<file path="src/hdl/arhp_pkg.sv">
`timescale 1ns / 1ps
// ----------------------------------------------------------------------------
// arhp_pkg
// Shared types, codes and constants of the ar archive header parser.
// ----------------------------------------------------------------------------
package arhp_pkg;

    // Result kinds.
    localparam logic [1:0] KIND_HEADER  = 2'd0;
    localparam logic [1:0] KIND_DONE    = 2'd1;
    localparam logic [1:0] KIND_ERROR   = 2'd2;

    // Error causes.
    localparam logic [2:0] CAUSE_NONE      = 3'd0;
    localparam logic [2:0] CAUSE_MAGIC     = 3'd1;
    localparam logic [2:0] CAUSE_SHORT     = 3'd2;
    localparam logic [2:0] CAUSE_NO_SLASH  = 3'd3;
    localparam logic [2:0] CAUSE_BAD_DIGIT = 3'd4;
    localparam logic [2:0] CAUSE_OVERFLOW  = 3'd5;
    localparam logic [2:0] CAUSE_SIGNATURE = 3'd6;
    localparam logic [2:0] CAUSE_TRUNCATED = 3'd7;

    // Header layout, in byte positions within one 60-byte header.
    localparam logic [5:0] NAME_LAST   = 6'd15;
    localparam logic [5:0] NAME_END    = 6'd16;
    localparam logic [5:0] SIZE_START  = 6'd48;
    localparam logic [5:0] SIZE_END    = 6'd58;
    localparam logic [5:0] SIG_FIRST   = 6'd58;
    localparam logic [5:0] SIG_SECOND  = 6'd59;

    localparam logic [7:0] CHAR_SLASH   = 8'h2f;
    localparam logic [7:0] CHAR_SPACE   = 8'h20;
    localparam logic [7:0] CHAR_ZERO    = 8'h30;
    localparam logic [7:0] CHAR_NINE    = 8'h39;
    localparam logic [7:0] CHAR_BQUOTE  = 8'h60;
    localparam logic [7:0] CHAR_NEWLINE = 8'h0a;

    // Largest size value that can still take one more decimal digit.
    localparam logic [31:0] SIZE_TENTH = 32'd429496729;
    // Images whose last byte sits at this offset or below are too short.
    localparam logic [31:0] SHORT_LAST_OFFSET = 32'd67;
    localparam logic [31:0] OFFSET_MAX = 32'hffff_ffff;

    typedef struct packed {
        logic [1:0]  kind;
        logic [2:0]  error_cause;
        logic [15:0] file_index;
        logic [3:0]  name_length;
        logic [31:0] data_size;
        logic [31:0] data_offset;
        logic        end_of_archive;
    } result_t;

    // The results caused by one byte: count is 0, 1 or 2, first goes out first.
    typedef struct packed {
        logic [1:0] count;
        result_t    first;
        result_t    second;
    } result_pair_t;

    function automatic logic [7:0] magic_byte(input logic [2:0] idx);
        logic [7:0] value;
        case (idx)
            3'd0:    value = 8'h21;
            3'd1:    value = 8'h3c;
            3'd2:    value = 8'h61;
            3'd3:    value = 8'h72;
            3'd4:    value = 8'h63;
            3'd5:    value = 8'h68;
            3'd6:    value = 8'h3e;
            default: value = 8'h0a;
        endcase
        return value;
    endfunction

endpackage

</file>
<file path="src/hdl/arhp_parse_core.sv">
`timescale 1ns / 1ps
// ----------------------------------------------------------------------------
// arhp_parse_core
// Parser state and the per-byte update; emits up to two results per byte.
// ----------------------------------------------------------------------------
module arhp_parse_core (
    input  logic                  aclk,
    input  logic                  aresetn,
    input  logic                  step,
    input  logic [7:0]            data_byte,
    input  logic                  last_byte,
    output arhp_pkg::result_pair_t results
);

    localparam logic [1:0] PH_MAGIC  = 2'd0;
    localparam logic [1:0] PH_HEADER = 2'd1;
    localparam logic [1:0] PH_SKIP   = 2'd2;
    localparam logic [1:0] PH_HALTED = 2'd3;

    logic [1:0]  phase_reg,  phase_next;
    logic [5:0]  fpos_reg,   fpos_next;
    logic [31:0] skip_reg,   skip_next;
    logic [31:0] acc_reg,    acc_next;
    logic [3:0]  slash_reg,  slash_next;
    logic        seen_reg,   seen_next;
    logic        ended_reg,  ended_next;
    logic [31:0] offset_reg, offset_next;
    logic [15:0] count_reg,  count_next;
    logic [2:0]  cause_reg,  cause_next;

    logic              hdr_done;
    logic              seen_now;
    logic [31:0]       skip_dec;
    logic [31:0]       acc_times_ten;
    logic [3:0]        digit;
    logic              is_short;
    arhp_pkg::result_t hdr_res;
    arhp_pkg::result_t end_res;

    always_comb begin
        phase_next  = phase_reg;
        fpos_next   = fpos_reg;
        skip_next   = skip_reg;
        acc_next    = acc_reg;
        slash_next  = slash_reg;
        seen_next   = seen_reg;
        ended_next  = ended_reg;
        count_next  = count_reg;
        cause_next  = cause_reg;
        hdr_done    = 1'b0;
        seen_now    = seen_reg || (data_byte == arhp_pkg::CHAR_SLASH);
        skip_dec    = skip_reg - 32'd1;
        digit       = data_byte[3:0];
        acc_times_ten = {acc_reg[28:0], 3'b000} + {acc_reg[30:0], 1'b0}
                        + {28'd0, digit};
        offset_next = (offset_reg == arhp_pkg::OFFSET_MAX) ? offset_reg
                                                            : offset_reg + 32'd1;

        case (phase_reg)
            PH_MAGIC: begin
                if (data_byte != arhp_pkg::magic_byte(fpos_reg[2:0])) begin
                    phase_next = PH_HALTED;
                    cause_next = arhp_pkg::CAUSE_MAGIC;
                end else if (fpos_reg[2:0] == 3'd7) begin
                    phase_next = PH_HEADER;
                    fpos_next  = 6'd0;
                end else begin
                    fpos_next = fpos_reg + 6'd1;
                end
            end
            PH_SKIP: begin
                skip_next = skip_dec;
                if (skip_dec == 32'd0) begin
                    phase_next = PH_HEADER;
                end
            end
            PH_HEADER: begin
                fpos_next = fpos_reg + 6'd1;
                if (fpos_reg < arhp_pkg::NAME_END) begin
                    if (!seen_reg && data_byte == arhp_pkg::CHAR_SLASH) begin
                        seen_next  = 1'b1;
                        slash_next = fpos_reg[3:0];
                    end
                    if (fpos_reg == arhp_pkg::NAME_LAST && !seen_now) begin
                        phase_next = PH_HALTED;
                        cause_next = arhp_pkg::CAUSE_NO_SLASH;
                        fpos_next  = fpos_reg;
                    end
                end else if (fpos_reg >= arhp_pkg::SIZE_START &&
                             fpos_reg < arhp_pkg::SIZE_END) begin
                    if (!ended_reg) begin
                        if (data_byte == arhp_pkg::CHAR_SPACE) begin
                            ended_next = 1'b1;
                        end else if (data_byte < arhp_pkg::CHAR_ZERO ||
                                     data_byte > arhp_pkg::CHAR_NINE) begin
                            phase_next = PH_HALTED;
                            cause_next = arhp_pkg::CAUSE_BAD_DIGIT;
                            fpos_next  = fpos_reg;
                        end else if (acc_reg > arhp_pkg::SIZE_TENTH ||
                                     (acc_reg == arhp_pkg::SIZE_TENTH &&
                                      digit > 4'd5)) begin
                            phase_next = PH_HALTED;
                            cause_next = arhp_pkg::CAUSE_OVERFLOW;
                            fpos_next  = fpos_reg;
                        end else begin
                            acc_next = acc_times_ten;
                        end
                    end
                end else if (fpos_reg == arhp_pkg::SIG_FIRST) begin
                    if (data_byte != arhp_pkg::CHAR_BQUOTE) begin
                        phase_next = PH_HALTED;
                        cause_next = arhp_pkg::CAUSE_SIGNATURE;
                        fpos_next  = fpos_reg;
                    end
                end else if (fpos_reg == arhp_pkg::SIG_SECOND) begin
                    if (data_byte != arhp_pkg::CHAR_NEWLINE) begin
                        phase_next = PH_HALTED;
                        cause_next = arhp_pkg::CAUSE_SIGNATURE;
                        fpos_next  = fpos_reg;
                    end else begin
                        hdr_done   = 1'b1;
                        count_next = count_reg + 16'd1;
                        skip_next  = acc_reg;
                        phase_next = (acc_reg != 32'd0) ? PH_SKIP : PH_HEADER;
                        fpos_next  = 6'd0;
                    end
                end
            end
            default: begin
            end
        endcase

        // A fresh header starts with clean field state.
        if (phase_next == PH_HEADER && fpos_next == 6'd0) begin
            acc_next   = 32'd0;
            slash_next = 4'd0;
            seen_next  = 1'b0;
            ended_next = 1'b0;
        end

        is_short = (offset_reg <= arhp_pkg::SHORT_LAST_OFFSET);

        hdr_res.kind           = arhp_pkg::KIND_HEADER;
        hdr_res.error_cause    = arhp_pkg::CAUSE_NONE;
        hdr_res.file_index     = count_reg;
        hdr_res.name_length    = slash_reg;
        hdr_res.data_size      = acc_reg;
        hdr_res.data_offset    = offset_next;
        hdr_res.end_of_archive = 1'b0;

        end_res.file_index     = count_next;
        end_res.name_length    = 4'd0;
        end_res.data_size      = 32'd0;
        end_res.data_offset    = 32'd0;
        end_res.end_of_archive = 1'b1;
        if (is_short) begin
            end_res.kind        = arhp_pkg::KIND_ERROR;
            end_res.error_cause = arhp_pkg::CAUSE_SHORT;
        end else if (phase_next == PH_HALTED) begin
            end_res.kind        = arhp_pkg::KIND_ERROR;
            end_res.error_cause = cause_next;
        end else if (phase_next == PH_HEADER && fpos_next != 6'd0) begin
            end_res.kind        = arhp_pkg::KIND_ERROR;
            end_res.error_cause = arhp_pkg::CAUSE_TRUNCATED;
        end else begin
            end_res.kind        = arhp_pkg::KIND_DONE;
            end_res.error_cause = arhp_pkg::CAUSE_NONE;
        end

        // A header finished on the last byte of a short image is dropped.
        results.second = end_res;
        if (hdr_done && !(last_byte && is_short)) begin
            results.first = hdr_res;
            results.count = last_byte ? 2'd2 : 2'd1;
        end else begin
            results.first = end_res;
            results.count = last_byte ? 2'd1 : 2'd0;
        end
    end

    always_ff @(posedge aclk) begin
        if (!aresetn || (step && last_byte)) begin
            phase_reg  <= PH_MAGIC;
            fpos_reg   <= 6'd0;
            skip_reg   <= 32'd0;
            acc_reg    <= 32'd0;
            slash_reg  <= 4'd0;
            seen_reg   <= 1'b0;
            ended_reg  <= 1'b0;
            offset_reg <= 32'd0;
            count_reg  <= 16'd0;
            cause_reg  <= arhp_pkg::CAUSE_NONE;
        end else if (step) begin
            phase_reg  <= phase_next;
            fpos_reg   <= fpos_next;
            skip_reg   <= skip_next;
            acc_reg    <= acc_next;
            slash_reg  <= slash_next;
            seen_reg   <= seen_next;
            ended_reg  <= ended_next;
            offset_reg <= offset_next;
            count_reg  <= count_next;
            cause_reg  <= cause_next;
        end
    end

endmodule

</file>
<file path="src/hdl/arhp_result_fifo.sv">
`timescale 1ns / 1ps
// ----------------------------------------------------------------------------
// arhp_result_fifo
// Two-entry queue of result pairs, drained one result per output request.
// ----------------------------------------------------------------------------
module arhp_result_fifo (
    input  logic                   aclk,
    input  logic                   aresetn,
    input  logic                   push,
    input  arhp_pkg::result_pair_t push_pair,
    output logic                   space,
    output logic                   m_valid,
    input  logic                   m_ready,
    output arhp_pkg::result_t      m_result
);

    arhp_pkg::result_pair_t entry_reg [2];
    logic       head_reg, head_next;
    logic       tail_reg, tail_next;
    logic [1:0] fill_reg, fill_next;
    logic       sub_reg,  sub_next;
    logic       pop_item;
    logic       pop_entry;
    arhp_pkg::result_pair_t head_pair;

    always_comb begin
        head_pair = entry_reg[head_reg];
        m_valid   = (fill_reg != 2'd0);
        m_result  = sub_reg ? head_pair.second : head_pair.first;
        space     = (fill_reg != 2'd2);
        pop_item  = m_valid && m_ready;
        pop_entry = pop_item && (sub_reg || head_pair.count != 2'd2);

        head_next = pop_entry ? ~head_reg : head_reg;
        tail_next = push ? ~tail_reg : tail_reg;
        sub_next  = pop_entry ? 1'b0 : (pop_item ? 1'b1 : sub_reg);
        fill_next = fill_reg + {1'b0, push} - {1'b0, pop_entry};
    end

    always_ff @(posedge aclk) begin
        if (!aresetn) begin
            head_reg <= 1'b0;
            tail_reg <= 1'b0;
            fill_reg <= 2'd0;
            sub_reg  <= 1'b0;
        end else begin
            head_reg <= head_next;
            tail_reg <= tail_next;
            fill_reg <= fill_next;
            sub_reg  <= sub_next;
        end
    end

    always_ff @(posedge aclk) begin
        if (push) begin
            entry_reg[tail_reg] <= push_pair;
        end
    end

    a_fill_bound: assert property (@(posedge aclk) disable iff (!aresetn)
        fill_reg != 2'd3)
        else $error("result queue fill count out of range");

    a_no_push_full: assert property (@(posedge aclk) disable iff (!aresetn)
        push |-> (fill_reg != 2'd2))
        else $error("result pair pushed into a full queue");

    a_sub_pair: assert property (@(posedge aclk) disable iff (!aresetn)
        sub_reg |-> (m_valid && head_pair.count == 2'd2))
        else $error("second result selected from an entry without one");

    a_push_nonempty: assert property (@(posedge aclk) disable iff (!aresetn)
        push |-> (push_pair.count != 2'd0))
        else $error("empty result pair pushed");

endmodule

</file>
<file path="src/hdl/ar_archive_header_parser_unit.sv">
`timescale 1ns / 1ps
// ----------------------------------------------------------------------------
// ar_archive_header_parser_unit
// Streaming parser for unix ar archive images, one byte per cycle while the result queue has space.
// ----------------------------------------------------------------------------
// Usage:
// The image enters one byte per request on the s_ channel; s_tlast marks its
// final byte. The parser checks the "!<arch>\n" magic, then each 60-byte
// member header (slash in the name, decimal size, closing signature), and
// skips the member data. Each accepted header gives one result on the m_
// channel, but for one ending on the final byte of a short image; the final
// byte gives one end result (success or error cause), which carries m_tlast.
// The first format error stops parsing; bytes after it are consumed without
// effect until the final byte. A byte in the input register is parsed once the
// result queue has space; its results are registered in that queue before they
// show on m_tvalid. Throughput: one byte per cycle while the queue has space,
// set by the parse step between the input register and the result queue. A
// byte that ends a header and the image gives two results, which leave on two
// successive output requests. Reset (aresetn low, synchronous) empties the
// input register and the queue and returns the parser to the magic check.
// After the final byte it also returns to that state, ready for the next image.
// When the receiver stalls, results wait in a two-entry queue; once it is
// full, parsing pauses and s_tready falls while the input register holds a byte.
// ----------------------------------------------------------------------------
module ar_archive_header_parser_unit (
    input  logic        aclk,
    input  logic        aresetn,
    input  logic        s_tvalid,
    output logic        s_tready,
    input  logic [7:0]  s_tdata,   // [7:0] data_byte
    input  logic        s_tlast,   // last_byte
    output logic        m_tvalid,
    input  logic        m_tready,
    // [2:0] error_cause, [18:3] file_index, [22:19] name_length,
    // [54:23] data_size, [86:55] data_offset, [87] zero fill
    output logic [87:0] m_tdata,
    output logic [1:0]  m_tuser,   // kind
    output logic        m_tlast    // end_of_archive
);

    // Input register: holds one byte until the parser can take it.
    logic       in_vld_reg, in_vld_next;
    logic [7:0] in_byte_reg;
    logic       in_last_reg;

    logic                   consume;
    logic                   queue_space;
    arhp_pkg::result_pair_t pair;
    arhp_pkg::result_t      out_res;

    // The parser steps when a byte is held and the queue can take a pair.
    assign consume  = in_vld_reg && queue_space;
    assign s_tready = !in_vld_reg || consume;

    always_comb begin
        if (s_tvalid && s_tready) begin
            in_vld_next = 1'b1;
        end else if (consume) begin
            in_vld_next = 1'b0;
        end else begin
            in_vld_next = in_vld_reg;
        end
    end

    always_ff @(posedge aclk) begin
        if (!aresetn) begin
            in_vld_reg <= 1'b0;
        end else begin
            in_vld_reg <= in_vld_next;
        end
    end

    always_ff @(posedge aclk) begin
        if (s_tvalid && s_tready) begin
            in_byte_reg <= s_tdata;
            in_last_reg <= s_tlast;
        end
    end

    arhp_parse_core u_core (
        .aclk      (aclk),
        .aresetn   (aresetn),
        .step      (consume),
        .data_byte (in_byte_reg),
        .last_byte (in_last_reg),
        .results   (pair)
    );

    // Only bytes that cause at least one result take a queue entry.
    arhp_result_fifo u_queue (
        .aclk      (aclk),
        .aresetn   (aresetn),
        .push      (consume && pair.count != 2'd0),
        .push_pair (pair),
        .space     (queue_space),
        .m_valid   (m_tvalid),
        .m_ready   (m_tready),
        .m_result  (out_res)
    );

    assign m_tdata = {1'b0, out_res.data_offset, out_res.data_size,
                      out_res.name_length, out_res.file_index, out_res.error_cause};
    assign m_tuser = out_res.kind;
    assign m_tlast = out_res.end_of_archive;

endmodule
</file>
<file path="config.mk">
export PLATFORM = sky130hd
export DESIGN_NAME = ar_archive_header_parser_unit
export DESIGN_NICKNAME = d
export VERILOG_FILES = /design/src/hdl/arhp_pkg.sv /design/src/hdl/arhp_parse_core.sv /design/src/hdl/arhp_result_fifo.sv /design/src/hdl/ar_archive_header_parser_unit.sv
export SDC_FILE = /design/constraint.sdc
export NUM_CORES = 1
export LEC_CHECK = 0
export ABC_AREA = 1
export BUFFER_PORTS_ARGS = -buffer_cell sky130_fd_sc_hd__buf_4
export CORE_MARGIN = 5
export CORE_UTILIZATION = 60
export CTS_CLUSTER_SIZE = 14
export DETAILED_ROUTE_END_ITERATION = 8
export PLACE_DENSITY = 0.85
export SYNTH_ARGS = -nofsm -noshare
export SYNTH_HDL_FRONTEND = slang
export SYNTH_SLANG_ARGS = --single-unit
</file>
<file path="constraint.sdc">
create_clock -name aclk -period 7.7 [get_ports aclk]
set_input_delay 1.54 -clock aclk [delete_from_list [all_inputs] [get_ports aclk]]
set_output_delay 1.54 -clock aclk [all_outputs]
set_load 0.01 [all_outputs]
</file>
After elaboration in Yosys (flattened, before gate mapping)
Memory sizes are Yosys's and may differ from the RTL's. A register that Yosys moved wholly into a read port is not among the register bits.
Index checks and enable logic that the tools add are counted.
- register bits: 144
- memory bits (writable): 226
- input bits: 13
- output and inout bits: 93
- memories: 1
- $add $sub $neg: 8
- magnitude comparators: 8
- equal/unequal tests: 33
- mux-type cells: 99
- bitwise operators: 3
- reductions and logical operators: 44
- memories (memory ; words ; bits a word ; rd ports ; clocked after Yosys merged registers in ; write ports ; line ; text):
    u_queue.entry_reg ; 2 ; 113 ; 1 ; 1 ; 1 ; arhp_result_fifo.sv:17 ; arhp_pkg::result_pair_t entry_reg [2];
- operator list (kind ; count):
    32-bit two-way mux ; 14
    16-bit two-way mux ; 6
    92-bit two-way mux ; 1
    90-bit two-way mux ; 1
    6-bit two-way mux ; 13
    32-bit one-hot mux with 2 select lines ; 1
    7-bit one-hot mux with 7 select lines ; 1
    3-bit two-way mux ; 12
    32-bit by 1-bit adder with 32-bit output (second input constant) ; 1
    32-bit adder ; 1
    32-bit by 4-bit adder with 32-bit output ; 1
    32-bit by 29-bit == test with 1-bit output (second input constant) ; 1
    32-bit == test (second input constant) ; 1
    32-bit by 29-bit > comparator with 1-bit output (second input constant) ; 1
    32-bit by 7-bit less-or-equal comparator with 1-bit output (second input constant) ; 1
    32-bit zero test ; 1
    2-bit two-way mux ; 16
    32-bit nonzero test ; 1
    32-bit by 1-bit subtractor with 32-bit output (second input constant) ; 1
    1-bit two-way mux ; 23
    2-bit != test (second input constant) ; 11
    16-bit by 1-bit adder with 16-bit output (second input constant) ; 1
    8-bit by 6-bit == test with 1-bit output (second input constant) ; 2
    4-bit two-way mux ; 4
    other kinds (38) ; 79

Longest topological paths before layout
- depth after elaboration: 20
- mapped depth: 26
- depth with buffers taken out: 25

Modules after synthesis
A second synthesis with hierarchy kept.
- cells, all modules: 2961
- area total of the unflattened synthesis: 26346.5 µm²
- by module, submodules not included (module ; instances ; cells each ; area each (µm²)):
    arhp_result_fifo ; 1 ; 916 ; 13699.4
    arhp_parse_core ; 1 ; 2023 ; 12299.3
    ar_archive_header_parser_unit ; 1 ; 22 ; 347.8

Worst setup path after synthesis
No wires, ideal clock.
- path kind: register to register
- start point: register u_core.fpos_reg[0]
- end point: memory u_queue.entry_reg[1][0] (netlist name), enable pin
- arrival time: 6.410 ns
- required time: 7.111 ns
- path slack: 0.701 ns
- cell stages (with the launch flop): 15
- path buffers: 1
- cell sequence: dfxtp_1 buf_4 inv_2 ha_1 nand2_2 nor2_2 inv_1 nand2_1 nor3_1 nand2_1 inv_1 nand2_1 nand2_1 inv_1 nor2_1
- cells in the longest elaborated chain, start to end: 12
- elaborated cells between the ends (all ways): 17
- RTL lines (item ; line ; text):
    from (decl) ; arhp_parse_core.sv:21 ; logic [5:0] fpos_reg, fpos_next;
    from (signal assigned) ; arhp_parse_core.sv:195 ; fpos_reg <= fpos_next;
    parallel branches: the longest is 4 deep, another holds 6-bit >= comparator ; - ;
    1-bit two-way mux (*) ; arhp_parse_core.sv:79 ; if (fpos_reg < arhp_pkg::NAME_END) begin
    1-bit two-way mux (*) ; arhp_parse_core.sv:59 ; case (phase_reg)
    1-bit logical AND (*) ; arhp_parse_core.sv:172 ; if (hdr_done && !(last_byte && is_short)) begin
    92-bit two-way mux (*) ; arhp_parse_core.sv:172 ;
    2-bit nonzero test (*) ; ar_archive_header_parser_unit.sv:93 ; .push (consume && pair.count != 2'd0),
    1-bit logical AND (*) ; ar_archive_header_parser_unit.sv:93 ;
    1-bit two-way mux (*) ; arhp_result_fifo.sv:55 ; if (push) begin
    1-bit two-way mux (implied by the code) (*) ; arhp_result_fifo.sv:56 ; entry_reg[tail_reg] <= push_pair;
    to (decl) ; arhp_result_fifo.sv:17 ;
Mark *: on every way between the ends.

Worst setup path in the final report
- start point: register u_core.fpos_reg[0]
- end point: register u_core.slash_reg[2]
- cells in the longest elaborated chain, start to end: 12
- elaborated cells between the ends (all ways): 50
- RTL lines (item ; line ; text):
    6-bit by 1-bit adder with 6-bit output ; arhp_parse_core.sv:68, arhp_parse_core.sv:78 ;
    6-bit two-way mux ; arhp_parse_core.sv:99 ; end else if (acc_reg > arhp_pkg::SIZE_TENTH ||
    6-bit two-way mux ; arhp_parse_core.sv:94 ; end else if (data_byte < arhp_pkg::CHAR_ZERO ||
    6-bit two-way mux ; arhp_parse_core.sv:92 ; if (data_byte == arhp_pkg::CHAR_SPACE) begin
    6-bit two-way mux ; arhp_parse_core.sv:91 ; if (!ended_reg) begin
    6-bit two-way mux ; arhp_parse_core.sv:89 ; end else if (fpos_reg >= arhp_pkg::SIZE_START &&
    6-bit two-way mux ; arhp_parse_core.sv:79 ;
    6-bit one-hot mux with 2 select lines ; arhp_parse_core.sv:59 ;
    6-bit zero test ; arhp_parse_core.sv:134 ; if (phase_next == PH_HEADER && fpos_next == 6'd0) begin
    1-bit logical AND ; arhp_parse_core.sv:134 ;
    2-bit nonzero test (no line) ; - ;
    4-bit AND reduction (no line) ; - ;
    to (signal assigned) ; arhp_parse_core.sv:198 ; slash_reg <= slash_next;
    to (decl) ; arhp_parse_core.sv:24 ; logic [3:0] slash_reg, slash_next;
Several ways; a longest one is shown, not always the timed one. The select of a mux whose other input is x is not followed.
A chain may end at the register's enable or synchronous reset.

==> key figures <==
STA
  • Final Cycle Share: 57.4%
  • Maximum clock frequency: approximately 230 MHz
  • Relative slew slack: around a fifth
  • Clock Skews: around 0.019 ns
  • Final Max Slew Viols: 0
  • Final setup viols: 0
  • Setup TNS: 0 ns
  • RSZ-0062 raised after global routing: false
  • Least-Margin Pin Slew: ~1.2 ns
  • Hold Violations, Final: 0
  • Min cycle time layout: about 4.4 ns

Global route
  • All-Layer GR Usage: 27.9%
  • First-pass GRT wire length: a little under 90 mm
  • Global route overflow: 0
  • Initial antenna violation count: 0
  • Largest net degree at the start of global routing: about 110
  • Number of global-route vias before repair: between 15,000 and 20,000

Route
  • DRT antenna net count: 0
  • TritonRoute pass-1 iters: 6
  • Post-route DRC: 0
  • 1st-iter DRT viols: between 1,500 and 2,000
  • DR WL/cell: around 18 um
  • Routed WL: roughly 55 mm
  • Routed vias: 18,200
  • Vias per cell: 5.89

Final layout
  • Finished Core Util: 67.8%
  • Sequential Area: between 9000 and 10,000 um^2
  • Area grow syn2layout: 11.3%
  • Cell area after layout: roughly 23,000 um^2
  • Fill cells: 2,697
  • Commonest non-fill, non-tap cell in the layout: nor2_1
  • Fin nets: ~2,700
  • Fraction of layout cells with a size suffix above 1: around a tenth
  • # diodes: 0
  • Most frequent cells in the layout: nor2_1, nand2_1, inv_1
  • Footprint of the multi-input gates: around 9100 um^2
  • Max reg flops: 226

Run status
  • Outcome: finished, final reports clean

Logic synthesis
  • Post-synthesis simple-gate area fraction: between 20% and 30%
  • Top cells by area, synth: edfxtp_1, dfxtp_1, nor2_1, nand2_1, o21ai_0
  • Synth Cell Area: 20,400 um^2
  • EDFF count, synth: 235
  • Largest family of logic cells by synthesized area: simple AND/OR/NAND/NOR gates
  • Seq/Total Area, Yosys: 47.9%
  • Async set or reset register ratio after synthesis: 0%
  • Netlist cell types: 56
  • Synthesized Nets: between 2,000 and 3,000
  • Yosys warning total: 0
  • Cells after Synth: ~2,600
  • Post-synthesis compound-gate area fraction: about an eighth
  • FF+latch count, synth: between 300 and 400
  • Post-synth top area share: between 30% and 40%
  • Cell taking the most area after synthesis: edfxtp_1
  • Post-synthesis xor/xnor area fraction: around 2.7%
  • Post-synthesis mux area share: less than 1%
  • Prevailing post-synth register cell: edfxtp_1
  • Synth Area in Adders: under 10%
  • Mean post-synth cell area: about 8 um^2

Critical path
  • Worst path arrival time: 4.79 ns
  • Data required, critical path: approximately 8.1 ns
  • Crit-path slowest cell: a21oi_4
  • Crit end category: flop
  • Worst-path fanout max: 37
  • Max incr delay on CP: between 0.7 and 0.8 ns
  • WS Path Type: reg2reg
  • Critical path, cell by cell: inv_2, ha_1, nand2_1, nand3_1, inv_2, nand2_1, nand2_1, nand3_1, nor2_2, nand2_2, inv_2, o21ai_1, nand3_1, o21ai_1, inv_1, nand2_1, nor2_2, nand3_4, a21oi_4, nand2_1, nand2_1, a21oi_1
  • CP most frequent cell: nand2_1
  • Crit start category: flop

Clocking
  • Clk root buf: clkbuf_16
  • CTS Buffer Depth: 3
  • TritonCTS clock tree: yes
  • # resized after CTS: 0
  • Worst skew pair latency: approximately 0.53 ns
  • CTS clk-pin slew, worst paths: around 0.06 ns
  • Hold_buf cts: 0
  • H-tree levels: 2
  • CTS sink cnt: 371
  • Postcts setup bufs: 0
  • Cts bufs inserted: 37

Power and ir drop
  • Total power: between 5000 and 6000 uW
  • P_leak: 0.0100 uW
  • Worst vdd ir: 168 uV
  • Power Density: 261 nW/um^2

Placed design
  • Gp weighted congestion: ~0.97
  • I/O Buffers: 104
  • Placed inst area: between 20,000 and 25,000 um^2
  • Dpl hpwl: between 30 and 40 mm

Floorplan
  • Die Wd: 195 um
  • Die Y: ~200 um
  • Core area: 33,500 um^2
  • Full die area: about 38,000 um^2
  • Initial Utilization: 60.9%
  • Num ports: about 110
  • Row cnt: 67

Flow run
  • Max-cap viol count: 0

Hold path
  • HP Class: reg2reg
path summary, 6_finish.rpt:
check,depth (start not counted),slack [ns],to,startpoint
setup / recovery,22,3.28,u_core.slash_reg[2],u_core.fpos_reg[0]
hold / removal,1,0.45,flop,u_queue.head_reg
setup reg to reg,22,3.28,u_core.slash_reg[2],u_core.fpos_reg[0]
hold reg to reg,1,0.45,flop,u_queue.head_reg
synthesized netlist by cell type, drive strengths merged, types with 4 or more instances:
library cell,number
nor2,487
nand2,423
inv,302
o21ai,238
edfxtp,235
a21oi,153
dfxtp,136
nand3,100
clkbuf,85
ha,70
nand4,58
xor2,52
nor3,37
o211ai,31
o22ai,23
or2,23
buf,17
nor4,15
xnor2,11
a211oi,10
a221oi,10
a31oi,10
o221a,5
clkinv,4
layout make-up:
class                           instances  share of cell area [%]
Clock buffer                           49                    4.50
Sequential cell                       371                    43.0
Clock inverter                         18                   0.859
Inverter                              306                    5.06
Multi-Input combinational cell       1775                    40.1
Tap cell                              448                    2.47
Timing Repair Buffer                  120                    3.96
cells by family (layout without fill, tap and decap cells):
family / count (synthesis) / after routing
AND/OR/NAND/NOR: 1148 / 1148
AO/OA/AOI/OAI: 490 / 490
buffers and inverters: 408 / 493
flip-flops: 371 / 371
adder cells (fa/ha/maj): 72 / 72
XOR/XNOR: 63 / 63
other: 1 / 1
multiplexers: 1 / 1
routing by layer:
layer,vias to the layer above,GRT usage [%],wire length (um)
li1,8656,-,-
met1,8597,37.6,22800
met2,820,47.0,26200
met3,115,3.95,4230
met4,0,8.59,1470
met5,-,0,0
metrics by stage:
stage / instances / setup slack, ns / hold WS [ns]
final: 3087 / 3.28 / 0.449
after global routing: 3087 / 2.85 / 0.473
after CTS: 3087 / 3.36 / 0.442
after detailed placement: 3020 / 3.38 / 0.432
after global placement: 3020 / 3.66 / 0.428
after floorplan: 2554 / 0.701 / 0.425
critical path: cells and delay by family, from the launching register on:
| kind | cells | cell delay, ns |
|---|---|---|
| simple gates | 13 | 1.99 |
| compound gates | 4 | 0.94 |
| flops | 1 | 0.60 |
| buf+inv | 4 | 0.43 |
| fa+ha+maj | 1 | 0.29 |
where the power goes:
part,internal [uW],switching (uW)
Sequential,2250,95.2
Combinational,636,1150
Clock,1050,760
Power figures use the tool's default switching activity.
